File: config.mk
export PLATFORM = sky130hd
export DESIGN_NAME = bdq_cell
export DESIGN_NICKNAME = d
export VERILOG_FILES = /design/src/bdq_pkg.sv /design/src/bdq_cell.sv
export SDC_FILE = /design/constraint.sdc
export NUM_CORES = 1
export LEC_CHECK = 0
export BUFFER_PORTS_ARGS = -buffer_cell sky130_fd_sc_hd__clkbuf_2
export CELL_PAD_IN_SITES_DETAIL_PLACEMENT = 0
export CELL_PAD_IN_SITES_GLOBAL_PLACEMENT = 1
export CORE_ASPECT_RATIO = 0.9
export CORE_UTILIZATION = 30
export CTS_BUF_LIST = sky130_fd_sc_hd__clkbuf_2
export DETAILED_ROUTE_END_ITERATION = 12
export PLACE_DENSITY = 0.81
export SLEW_MARGIN = 20
export SYNTH_ARGS = -nofsm -noshare
export SYNTH_HDL_FRONTEND = slang
export SYNTH_SLANG_ARGS = --single-unit
File: constraint.sdc
create_clock -name clk -period 6.55 [get_ports clk]
set_input_delay 1.6375 -clock clk [delete_from_list [all_inputs] [get_ports clk]]
set_output_delay 1.6375 -clock clk [all_outputs]
set_load 0.02 [all_outputs]
File: src/bdq_pkg.sv
package bdq_pkg;

  localparam int CAPACITY_DEF = 64;

  localparam int OPC_W  = 4;
  localparam int WORD_W = 32;
  localparam int POS_W  = 7;
  localparam int STS_W  = 2;
  localparam int OCC_W  = 7;

  localparam logic [OPC_W-1:0] OP_PUSH_BACK  = 4'd0;
  localparam logic [OPC_W-1:0] OP_PUSH_FRONT = 4'd1;
  localparam logic [OPC_W-1:0] OP_POP_BACK   = 4'd2;
  localparam logic [OPC_W-1:0] OP_POP_FRONT  = 4'd3;
  localparam logic [OPC_W-1:0] OP_READ       = 4'd4;
  localparam logic [OPC_W-1:0] OP_WRITE      = 4'd5;
  localparam logic [OPC_W-1:0] OP_INSERT     = 4'd6;
  localparam logic [OPC_W-1:0] OP_ERASE      = 4'd7;
  localparam logic [OPC_W-1:0] OP_CLEAR      = 4'd8;

  localparam logic [STS_W-1:0] ST_OK    = 2'd0;
  localparam logic [STS_W-1:0] ST_EMPTY = 2'd1;
  localparam logic [STS_W-1:0] ST_FULL  = 2'd2;
  localparam logic [STS_W-1:0] ST_RANGE = 2'd3;

  // what every cell of the chain does
  localparam logic [1:0] CM_HOLD   = 2'd0;
  localparam logic [1:0] CM_LOAD   = 2'd1;
  localparam logic [1:0] CM_INSERT = 2'd2;
  localparam logic [1:0] CM_REMOVE = 2'd3;

  typedef struct packed {
    logic [OPC_W-1:0]         opcode;
    logic signed [WORD_W-1:0] word_in;
    logic [POS_W-1:0]         position;
  } in_word_t;

  typedef struct packed {
    logic signed [WORD_W-1:0] word_out;
    logic [STS_W-1:0]         status;
    logic [OCC_W-1:0]         occupancy;
    logic signed [WORD_W-1:0] first_word;
    logic signed [WORD_W-1:0] last_word;
  } out_word_t;

  typedef struct packed {
    logic [1:0]               mode;
    logic signed [WORD_W-1:0] word;
  } cell_ctl_t;

endpackage

File: src/bdq_cell.sv
module bdq_cell #(
  parameter int IDX = 0,
  parameter int KW  = 6
) (
  input  logic                              clk,
  input  bdq_pkg::cell_ctl_t                ctl,
  input  logic [KW-1:0]                     at,
  input  logic signed [bdq_pkg::WORD_W-1:0] left_word,
  input  logic signed [bdq_pkg::WORD_W-1:0] right_word,
  output logic signed [bdq_pkg::WORD_W-1:0] word_q
);

  localparam logic [KW-1:0] MY_IDX = KW'(IDX);

  logic signed [bdq_pkg::WORD_W-1:0] word_r;
  logic signed [bdq_pkg::WORD_W-1:0] word_nxt;

  always_comb begin
    word_nxt = word_r;
    unique case (ctl.mode)
      bdq_pkg::CM_HOLD: begin
        word_nxt = word_r;
      end
      bdq_pkg::CM_LOAD: begin
        if (MY_IDX == at) word_nxt = ctl.word;
      end
      bdq_pkg::CM_INSERT: begin
        // cells past the gap take their left neighbor
        if (MY_IDX == at) word_nxt = ctl.word;
        else if (MY_IDX > at) word_nxt = left_word;
      end
      bdq_pkg::CM_REMOVE: begin
        if (MY_IDX >= at) word_nxt = right_word;
      end
      default: word_nxt = word_r;
    endcase
  end

  always_ff @(posedge clk) begin
    word_r <= word_nxt;
  end

  assign word_q = word_r;

endmodule

==> results of run 1 <==
-- worst max path at each step --
| stage | start | endpoint | slack (ns) | cells after the start |
|---|---|---|---|---|
| 6_report | at[0] | word_q[9]$_DFFE_PP_ | 2.89 | 5 |
| 2_1_floorplan | ctl[33] | word_q[0]$_DFFE_PP_ | 3.12 | 3 |
| 3_5_place_dp | at[0] | word_q[14]$_DFFE_PP_ | 2.47 | 5 |
| 4_1_cts | at[0] | word_q[9]$_DFFE_PP_ | 2.87 | 5 |
| 3_3_place_gp | at[0] | word_q[17]$_DFFE_PP_ | 2.57 | 5 |
| 5_1_grt | at[0] | word_q[9]$_DFFE_PP_ | 2.79 | 5 |
-- cells in the final DEF, fill, tap and decap left out --
cell type / count
sky130_fd_sc_hd__clkbuf_2: 141
sky130_fd_sc_hd__inv_1: 33
sky130_fd_sc_hd__nor2b_1: 32
sky130_fd_sc_hd__edfxtp_1: 32
sky130_fd_sc_hd__a221oi_2: 30
sky130_fd_sc_hd__a2111oi_1: 27
sky130_fd_sc_hd__buf_4: 6
sky130_fd_sc_hd__a2111oi_0: 3
sky130_fd_sc_hd__a2111oi_2: 2
sky130_fd_sc_hd__a221oi_1: 2
sky130_fd_sc_hd__clkinv_1: 2
sky130_fd_sc_hd__nor4_4: 1
sky130_fd_sc_hd__nor3_1: 1
sky130_fd_sc_hd__a21o_4: 1
sky130_fd_sc_hd__nor2_2: 1
sky130_fd_sc_hd__o211a_1: 1
-- logic make-up (layout without fill, tap and decap cells) --
logic type             Yosys count  in the layout  share of synthesized area [%]
AO/OA/AOI/OAI                   66             66                           35.5
buffers and inverters           56            182                           13.0
flip-flops                      32             32                           41.6
AND/OR/NAND/NOR                 35             35                           9.96
-- final cells by class --
type / instances / share of cell area, %
Timing Repair Buffer: 142 / 24.1
Clock inverter: 2 / 0.249
Sequential cell: 32 / 31.9
Clock buffer: 5 / 0.831
Tap cell: 93 / 3.86
Multi-Input combinational cell: 101 / 34.9
Inverter: 33 / 4.11
-- stage by stage --
stage / util [%] / std cells / hold slack [ns]
2_1_floorplan: - / 189 / 1.90
3_3_place_gp: 41.1 / 401 / 2.00
3_5_place_dp: 41.1 / 401 / 2.00
4_1_cts: 41.5 / 408 / 1.58
5_1_grt: 41.5 / 408 / 1.57
6_report: 41.5 / 408 / 1.61
-- layer usage --
| layer | share of wire [%] | vias to the layer above | GRT usage [%] |
|---|---|---|---|
| met5 | 0 | - | 0 |
| met4 | 0.56 | 0 | 3.31 |
| met3 | 9.8 | 4 | 5.02 |
| met2 | 47 | 98 | 27.7 |
| met1 | 42 | 929 | 19.3 |
| li1 | - | 1005 | - |
-- power groups by stage --
stage,logic (W),clock network (W),registers [W]
2_1_floorplan,0.0000681,0,0.000237
3_3_place_gp,0.000108,0,0.000235
3_5_place_dp,0.000110,0,0.000235
4_1_cts,0.000110,0.0000947,0.000230
5_1_grt,0.000120,0.000102,0.000231
6_report,0.000109,0.0000885,0.000230
==> run metrics, run 1 <==
final hold violation count=0; number of global-route vias before repair=around 2100; ratio of cells with drive above 1 in the final layout=57.8%; Synth top cells by count=33 x sky130_fd_sc_hd__inv_1, 32 x sky130_fd_sc_hd__edfxtp_1, 32 x sky130_fd_sc_hd__nor2b_1; H-tree Lvls=2; footprint of the multi-input gates=0.00105 mm2; number of enable-type register cells in the synthesized netlist=32; vias post-DR=roughly 2000; RSZ-0062 raised after global routing=false; vias per cell=4.99; number of buffers inserted during clock tree synthesis=5; path type of the worst setup path=in2reg; portion of the clock cycle consumed by the worst path in the final layout=a little under three fifths; area of the mapped netlist=0.00231 mm2; area fraction of the dominant cell type after synthesis=41.6%; maxcap violations=0; depth of the worst hold-timing path=3; sequential cell area in the final layout=961 um2; Setup Viol. Count Final=0; arrival time at the worst endpoint=3.68 ns; synthesized netlist net count=between 200 and 300; proportion of total power due to net switching=around 29%; Area Growth Syn to Fin=30.3%; DR WL/cell=around 15 um; total of hold buffers inserted after clock tree synthesis=0; drt first pass iters=4; Relative slew margins=40.9%; # diodes=0; largest net degree at the start of global routing=67; slew at the pin closest to its max-slew limit=~0.88 ns; endpoint kind of the worst setup timing path=register; leakage power of the design=approximately 1.3 nW; number of top-level pins=137; highest cell delay on the worst timing path=0.79 ns; DR DRC count=0; sequential power share=approximately 54%; Overflow after GRT=0; clock slew seen by the registers of the worst setup and hold paths=0.17 ns; highest clock frequency the design can meet=around 270 MHz; Tightest Hold Check Type=in2reg; minimum setup slack after placement=~2.5 ns; ordered list of cells on the worst path=clkbuf_2, nor4_4, buf_4, o211a_1, buf_4; library cells used by synthesis=21; number of nets still failing antenna checks after routing=0; outcome=complete, no violations; minimum setup slack in the final design=roughly 2.9 ns; HPWL Detailed=4490 um; Total Die Area=about 0.008 mm2; required arrival time at the worst endpoint=about 6.6 ns; post-layout net count=420; post-cts gate resize count=0; portion of the post-synthesis area used by sequential elements=41.6%; CTS Buffer Depth=2; Post-synth ARST share=0%; part of the total power dissipated in the clock network=~21%; total power of the final layout=0.000428 W; flip-flop count of the largest register, all copies and words added=32; Primary FF master, synth=sky130_fd_sc_hd__edfxtp_1; Hold EP=word_q[29]$_DFFE_PP_; fill cell count=751; GP Congestion=0.686; number of antenna violations at the first check in global routing=0; Buffers on Ports=approximately 140; internal cell power=0.000305 W; minimum period implied by the final worst setup slack=3.66 ns; Sink Count=32; initial DRC count=52; main area contributors after synthesis=sky130_fd_sc_hd__edfxtp_1 42%, sky130_fd_sc_hd__a221oi_2 19%, sky130_fd_sc_hd__a2111oi_1 12%, sky130_fd_sc_hd__nor2b_1 8.7%, sky130_fd_sc_hd__inv_1 5.4%; Setup TNS Final=0 ns; library cell with the largest summed area after synthesis=sky130_fd_sc_hd__edfxtp_1; dpl cell area=0.00298 mm2; floorplan die height=between 80 and 90 um; number of setup buffers added after CTS=0; combinational cell fraction of total power=25.4%; Final Cell Area=roughly 0.003 mm2; overall routing resource usage=15.9%; CTS tree=built; number of register bits inferred by synthesis=32; CP max stage cell=sky130_fd_sc_hd__nor4_4; wire length of the first global-routing pass=9940 um; origin of the worst min-delay path=ctl[29]; yosys warns=0; count leader, synth=sky130_fd_sc_hd__inv_1; power density relative to cell area=142 mW/mm2; critical path's top delay family=buffers and inverters; total buffers and inverters traversed by the critical path=3; total count of max-transition violations in the final report=0; top fanout value on the critical path=26; CTS root buf=sky130_fd_sc_hd__clkbuf_2; Initial Util=a little under a third; kind of start point of the critical path=primary input; Die Wd=94.5 um; switching component of the power=roughly 0.00012 W; final WL=6240 um; average cell area after synthesis=12.2 um2; Most Frequent Cell on Critical Path=sky130_fd_sc_hd__buf_4; # rows=29; total core area=just over 0.007 mm2; VDD IR-drop max=41.3 uV; number of standard cells after synthesis=189
No activity file was read; power rests on OpenSTA's default activity.
==> run 2: changes to the inputs <==
==> constraint.sdc (replaced) <==
create_clock -name clk -period 3.55 [get_ports clk]
set_input_delay 0.8875 -clock clk [delete_from_list [all_inputs] [get_ports clk]]
set_output_delay 0.8875 -clock clk [all_outputs]
set_load 0.02 [all_outputs]
==> run metrics, run 2 (synthesized netlist as in run 1, its figures left out) <==
most used cells in the layout excluding fill and tap cells=143 x sky130_fd_sc_hd__clkbuf_2, 33 x sky130_fd_sc_hd__inv_1, 32 x sky130_fd_sc_hd__nor2b_1, 32 x sky130_fd_sc_hd__edfxtp_1, 30 x sky130_fd_sc_hd__a221oi_2; CTS tree=built; Sink Count=32 (unchanged); number of global-route vias before repair=2072 (-2.7%); number of antenna violations at the first check in global routing=0 (unchanged); metal3 WL=519 um (-15%); RSZ-0062 raised after global routing=false; fill cell count=722 (-3.9%); largest net degree at the start of global routing=35 (-48%); Tightest Hold Check Type=in2reg; proportion of total power due to net switching=29.0% (+0.25 points); non-filler cells, final=412 (+0.98%); final WL=6430 um (+2.9%); number of nets still failing antenna checks after routing=0 (unchanged); CTS Buffer Depth=2 (unchanged); highest clock frequency the design can meet=roughly 410 MHz; wire length of the first global-routing pass=10000 um (+0.97%); switching component of the power=0.000235 W (+91%); floorplan die height=85.3 um (unchanged); minimum period implied by the final worst setup slack=2.41 ns; placed insts=404 (+0.75%); top fanout value on the critical path=17 (-35%); post-layout net count=423 (+0.71%); leakage power of the design=1.32 nW (+1.7%); # rows=29 (unchanged); top routing layer in use=met4; internal cell power=0.000576 W (+89%); total of hold buffers inserted after clock tree synthesis=0 (unchanged); DR WL/cell=15.6 um (+1.9%); number of setup buffers added after CTS=0 (unchanged); H-tree Lvls=2 (unchanged); overall routing resource usage=16.4% (+0.48 points); Relative slew margins=56.6% (+16 points); number of buffers inserted during clock tree synthesis=5 (unchanged); post-cts gate resize count=0 (unchanged); Area Growth Syn to Fin=31.6%; slew at the pin closest to its max-slew limit=0.646 ns (-0.234 ns); ratio of cells with drive above 1 in the final layout=58.6% (+0.84 points); total core area=0.00726 mm2 (unchanged); endpoint kind of the worst setup timing path=register; CP max stage cell=sky130_fd_sc_hd__clkbuf_2; total count of max-transition violations in the final report=0 (unchanged); combinational cell fraction of total power=25.1% (-0.3 points); flip-flop count of the largest register, all copies and words added=32 (unchanged); Buffers on Ports=136 (unchanged); part of the total power dissipated in the clock network=22.5% (+1.8 points); arrival time at the worst endpoint=2.50 ns (-1.18 ns); Die Wd=94.5 um (unchanged); path type of the worst setup path=in2reg; sequential power share=52.4% (-1.5 points); number of top-level pins=137 (unchanged); Setup TNS Final=0 ns (unchanged); highest cell delay on the worst timing path=0.45 ns (-0.34 ns); CTS root buf=sky130_fd_sc_hd__clkbuf_2; Overflow after GRT=0 (unchanged); DR WL met2=3020 um (+2.4%); maxcap violations=0 (unchanged); initial DRC count=57 (+9.6%); power density relative to cell area=267 mW/mm2 (+88%); clock slew seen by the registers of the worst setup and hold paths=0.18 ns (about the same); vias post-DR=2063 (+1.3%); kind of start point of the critical path=primary input; final hold violation count=0 (unchanged); commonest non-fill, non-tap cell in the layout=sky130_fd_sc_hd__clkbuf_2; outcome=complete, no violations; Setup Viol. Count Final=0 (unchanged); VDD IR-drop max=89.7 uV (+120%); required arrival time at the worst endpoint=3.64 ns (-2.94 ns); Total Die Area=0.00806 mm2 (unchanged); drt first pass iters=4 (unchanged); HPWL Detailed=4740 um (+5.5%); GP Congestion=0.758 (+11%); DR DRC count=0 (unchanged); M1 WL=2810 um (+6.2%); Initial Util=31.8% (unchanged); # diodes=0 (unchanged); ordered list of cells on the worst path=clkbuf_2, inv_1, buf_4, a2111oi_0, a221oi_1; vias per cell=5.01 (+0.34%); portion of the clock cycle consumed by the worst path in the final layout=67.9%
-- run 2: cell types whose count changed in the layout (fill, tap and decap cells not counted), sizes merged --
cell | previous run | this run
buf | 6 | 9
clkbuf | 141 | 143
clkinv | 2 | 1
-- run 2: layout make-up --
type / count / area [um2] / area share, %
tap: 93 / 116 / 3.83
sequential: 32 / 961 / 31.6
timing repair buffer: 145 / 748 / 24.6
clock inverter: 1 / 3.75 / 0.123
clock buffer: 7 / 35.0 / 1.15
multi-input combinational: 101 / 1050 / 34.6
inverter: 33 / 124 / 4.07
-- run 2: layer usage --
metal | vias up | GRT usage (%)
li1 | 1011 | -
met1 | 955 | 19.6
met2 | 91 | 28.5
met3 | 6 | 4.84
met4 | 0 | 4.55
met5 | - | 0
-- run 2: worst paths after layout --
| check | cells past startpoint | to | from | slack (ns) |
|---|---|---|---|---|
| worst min-delay path | 3 | word_q[0]$_DFFE_PP_ | ctl[0] | 0.85 |
| worst max-delay path | 5 | word_q[13]$_DFFE_PP_ | ctl[33] | 1.14 |
-- run 2: metrics by stage --
| stage | power, W | setup slack (ns) | hold WS [ns] | area, um2 | utilization (%) |
|---|---|---|---|---|---|
| after global placement | 0.000634 | 0.845 | 1.25 | 3000 | 41.4 |
| after CTS | 0.000820 | 1.18 | 0.823 | 3040 | 41.9 |
| after detailed placement | 0.000638 | 0.768 | 1.25 | 3000 | 41.4 |
| after floorplan | 0.000564 | 0.872 | 1.15 | 2310 | - |
| final | 0.000811 | 1.14 | 0.849 | 3040 | 41.9 |
| after global routing | 0.000858 | 1.03 | 0.803 | 3040 | 41.9 |
-- run 2: worst max-delay path: cells and delay by family --
family,cells,cell delay (ns)
buffers and inverters,3,1.09
AO/OA/AOI/OAI,2,0.52
-- run 2: power by group through the flow --
| stage | clock (W) | combinational [W] | sequential (W) |
|---|---|---|---|
| floorplan | 0 | 0.000126 | 0.000438 |
| global placement | 0 | 0.000201 | 0.000433 |
| detailed placement | 0 | 0.000205 | 0.000433 |
| CTS | 0.000190 | 0.000205 | 0.000425 |
| global route | 0.000209 | 0.000224 | 0.000425 |
| finish | 0.000182 | 0.000204 | 0.000425 |
==> run 3: changes to the inputs <==
--- a/config.mk
+++ b/config.mk
@@ -5,6 +5,7 @@
 export SDC_FILE = /design/constraint.sdc
 export NUM_CORES = 1
 export LEC_CHECK = 0
+export ABC_AREA = 1
 export BUFFER_PORTS_ARGS = -buffer_cell sky130_fd_sc_hd__clkbuf_2
 export CELL_PAD_IN_SITES_DETAIL_PLACEMENT = 0
 export CELL_PAD_IN_SITES_GLOBAL_PLACEMENT = 1
@@ -12,7 +13,7 @@
 export CORE_UTILIZATION = 30
 export CTS_BUF_LIST = sky130_fd_sc_hd__clkbuf_2
 export DETAILED_ROUTE_END_ITERATION = 12
-export PLACE_DENSITY = 0.81
+export PLACE_DENSITY = 0.84
 export SLEW_MARGIN = 20
 export SYNTH_ARGS = -nofsm -noshare
 export SYNTH_HDL_FRONTEND = slang
==> constraint.sdc (replaced) <==
create_clock -name clk -period 2.3 [get_ports clk]
set_input_delay 0.575 -clock clk [delete_from_list [all_inputs] [get_ports clk]]
set_output_delay 0.575 -clock clk [all_outputs]
set_load 0.02 [all_outputs]
==> run metrics, run 3 <==
synthesized netlist net count=424 (+44%); library cell with the largest summed area after synthesis=sky130_fd_sc_hd__edfxtp_1; drt first pass iters=8 (+4); vias post-DR=2520 (+22%); wire length of the first global-routing pass=10800 um (+7.7%); area fraction of the dominant cell type after synthesis=38.9% (-2.7 points); final hold slack=0.552 ns (-0.298 ns); DR DRC count=16 (+16); Area Growth Syn to Fin=31.8%; required arrival time at the worst endpoint=2.43 ns (-1.21 ns); Synth top cells by count=118 x sky130_fd_sc_hd__nand2_1, 41 x sky130_fd_sc_hd__inv_1, 36 x sky130_fd_sc_hd__nand3_1; kind of start point of the critical path=primary input; largest net degree at the start of global routing=39 (+11%); vias per cell=4.57 (-8.7%); minimum setup slack in the final design=0.776 ns (-0.362 ns); library cells used by synthesis=18 (-14%); number of gates on the worst path with buffers counted=6 (+1); average cell area after synthesis=7.74 um2 (-37%); Most Frequent Cell on Critical Path=sky130_fd_sc_hd__nor2_2; CTS tree=built; H-tree Lvls=2 (unchanged); leakage power of the design=1.80 nW (+36%); total power of the final layout=0.00124 W (+53%); ratio of cells with drive above 1 in the final layout=46.9% (-12 points); CP max stage cell=sky130_fd_sc_hd__nor2_2; GP Congestion=0.770 (+1.6%); top fanout value on the critical path=30 (+13); critical path's top delay family=simple AND/OR/NAND/NOR gates; sequential power share=52.8% (+0.4 points); CTS root buf=sky130_fd_sc_hd__clkbuf_2; total count of max-transition violations in the final report=0 (unchanged); number of nets still failing antenna checks after routing=0 (unchanged); clock slew seen by the registers of the worst setup and hold paths=0.17 ns (about the same); portion of the post-synthesis area used by sequential elements=38.9% (-2.7 points); Tightest Hold Check Type=in2reg; # rows=31 (+6.9%); compound-cell area share of the yosys netlist=13.4% (-22 points); Sink Count=32 (unchanged); Primary FF master, synth=sky130_fd_sc_hd__edfxtp_1; post-cts gate resize count=0 (unchanged); Overflow after GRT=0 (unchanged); internal cell power=0.000889 W (+54%); commonest non-fill, non-tap cell in the layout=sky130_fd_sc_hd__clkbuf_2; maxcap violations=0 (unchanged); proportion of total power due to net switching=28.4% (-0.54 points); origin of the worst min-delay path=ctl[1]; yosys warns=0 (unchanged); highest clock frequency the design can meet=656 MHz; CTS Buffer Depth=2 (unchanged); slew at the pin closest to its max-slew limit=0.529 ns (-0.117 ns); DR WL/cell=12.1 um (-23%); number of setup buffers added after CTS=0 (unchanged); count leader, synth=sky130_fd_sc_hd__nand2_1; ordered list of cells on the worst path=clkbuf_2, nor2_2, nand3_4, buf_4, nor2_2, o21bai_2; most used cells in the layout excluding fill and tap cells=143 x sky130_fd_sc_hd__clkbuf_2, 118 x sky130_fd_sc_hd__nand2_1, 41 x sky130_fd_sc_hd__inv_1, 36 x sky130_fd_sc_hd__nand3_1, 32 x sky130_fd_sc_hd__edfxtp_1; flip-flop count of the largest register, all copies and words added=32 (unchanged); power density relative to cell area=382 mW/mm2 (+43%); overall routing resource usage=15.9% (-0.54 points); final WL=6650 um (+3.5%); # diodes=0 (unchanged); Relative slew margins=64.7% (+8.1 points); number of buffers inserted during clock tree synthesis=5 (unchanged); portion of the clock cycle consumed by the worst path in the final layout=66.3%; depth of the worst hold-timing path=3 (unchanged); violated checks=DRC; combinational cell fraction of total power=25.1% (about the same); Initial Util=30.8% (-1.1 points); number of enable-type register cells in the synthesized netlist=32 (unchanged); crit path launch=at[5]; share of synthesized cell area in and, or, nand and nor gates=35.7% (+26 points); share of cell area taken by muxes after synthesis=0% (unchanged); number of top-level pins=137 (unchanged); post-layout net count=556 (+31%); number of standard cells after synthesis=319 (+69%); minimum setup slack after placement=0.380 ns (-0.388 ns); outcome=finished with violations; minimum period implied by the final worst setup slack=about 1.5 ns; Setup Viol. Count Final=0 (unchanged); highest cell delay on the worst timing path=0.29 ns (-0.16 ns); number of register bits inferred by synthesis=32 (unchanged); HPWL Detailed=5070 um (+6.9%); part of the total power dissipated in the clock network=22.1% (-0.4 points); Buffers on Ports=136 (unchanged); number of global-route vias before repair=2443 (+18%); Synth Area in XOR/XNOR=0% (unchanged); Setup TNS Final=0 ns (unchanged); final hold violation count=0 (unchanged); VDD IR-drop max=145 uV (+61%); Die Wd=97.6 um (+3.3%); total of hold buffers inserted after clock tree synthesis=0 (unchanged); Post-synth ARST share=0% (unchanged); main combinational cell family by area after synthesis=simple AND/OR/NAND/NOR gates; main area contributors after synthesis=sky130_fd_sc_hd__edfxtp_1 39%, sky130_fd_sc_hd__nand2_1 18%, sky130_fd_sc_hd__o21bai_2 12%, sky130_fd_sc_hd__nor2_2 7.6%, sky130_fd_sc_hd__nand3_1 7.3%; RSZ-0062 raised after global routing=false; switching component of the power=0.000353 W (+50%); floorplan die height=88.1 um (+3.3%); endpoint kind of the worst setup timing path=register; total core area=0.00803 mm2 (+11%); number of antenna violations at the first check in global routing=0 (unchanged); path type of the worst setup path=in2reg; arrival time at the worst endpoint=1.65 ns (-0.85 ns); adder-cell area share of the yosys netlist=0% (unchanged); Critical path destination=word_q[21]$_DFFE_PP_; total buffers and inverters traversed by the critical path=2 (-1); Total Die Area=0.00860 mm2 (+6.7%); area of the mapped netlist=0.00247 mm2 (+6.9%); initial DRC count=121 (+110%)
-- run 3: cell types whose count changed in the layout (fill, tap and decap cells not counted), moves of 27 or more --
cell / before / now
sky130_fd_sc_hd__nand2_1: 0 / 118
sky130_fd_sc_hd__nand3_1: 0 / 36
sky130_fd_sc_hd__nor2b_1: 32 / 0
sky130_fd_sc_hd__a221oi_2: 30 / 0
sky130_fd_sc_hd__nor2_2: 1 / 30
sky130_fd_sc_hd__a2111oi_1: 27 / 0
sky130_fd_sc_hd__o21bai_2: 0 / 27
-- run 3: power groups by stage --
stage               Clock, W  Combinational (W)  Sequential [W]
floorplan                  0           0.000172        0.000676
global placement           0           0.000308        0.000669
detailed placement         0           0.000314        0.000669
CTS                 0.000288           0.000315        0.000656
global route        0.000305           0.000350        0.000656
finish              0.000274           0.000312        0.000656
-- run 3: cells by family after synthesis --
logic type,Yosys count
simple gates,194
buf+inv,61
compound gates,32
flops,32
-- run 3: stage by stage --
step	area [um2]	util, %	std cells
6_report	3250	40.5	551
5_1_grt	3250	40.5	551
4_1_cts	3250	40.5	551
3_5_place_dp	3220	40.0	543
3_3_place_gp	3220	40.0	543
2_1_floorplan	2480	-	319
-- run 3: how the worst min path moves through the flow --
stage | slack (ns) | end
finish | 0.55 | word_q[1]$_DFFE_PP_
global route | 0.52 | word_q[10]$_DFFE_PP_
CTS | 0.52 | word_q[16]$_DFFE_PP_
detailed placement | 0.94 | word_q[9]$_DFFE_PP_
global placement | 0.93 | word_q[9]$_DFFE_PP_
floorplan | 0.81 | word_q[0]$_DFFE_PP_
-- run 3: layer usage --
| layer | track usage (%) | up-vias | routed length, um |
|---|---|---|---|
| met5 | 0 | - | 0 |
| met4 | 5.51 | 0 | 76 |
| met3 | 2.87 | 8 | 426 |
| met2 | 29.9 | 101 | 3310 |
| met1 | 18.3 | 1134 | 2840 |
| li1 | - | 1277 | - |
-- run 3: cell type report --
type	instances	area (um2)
Fill cell	859	4770
Multi-Input combinational cell	226	1220
Sequential cell	32	961
Timing Repair Buffer	144	753
Inverter	42	158
Tap cell	99	124
Clock buffer	7	35.0
Clock inverter	1	3.75
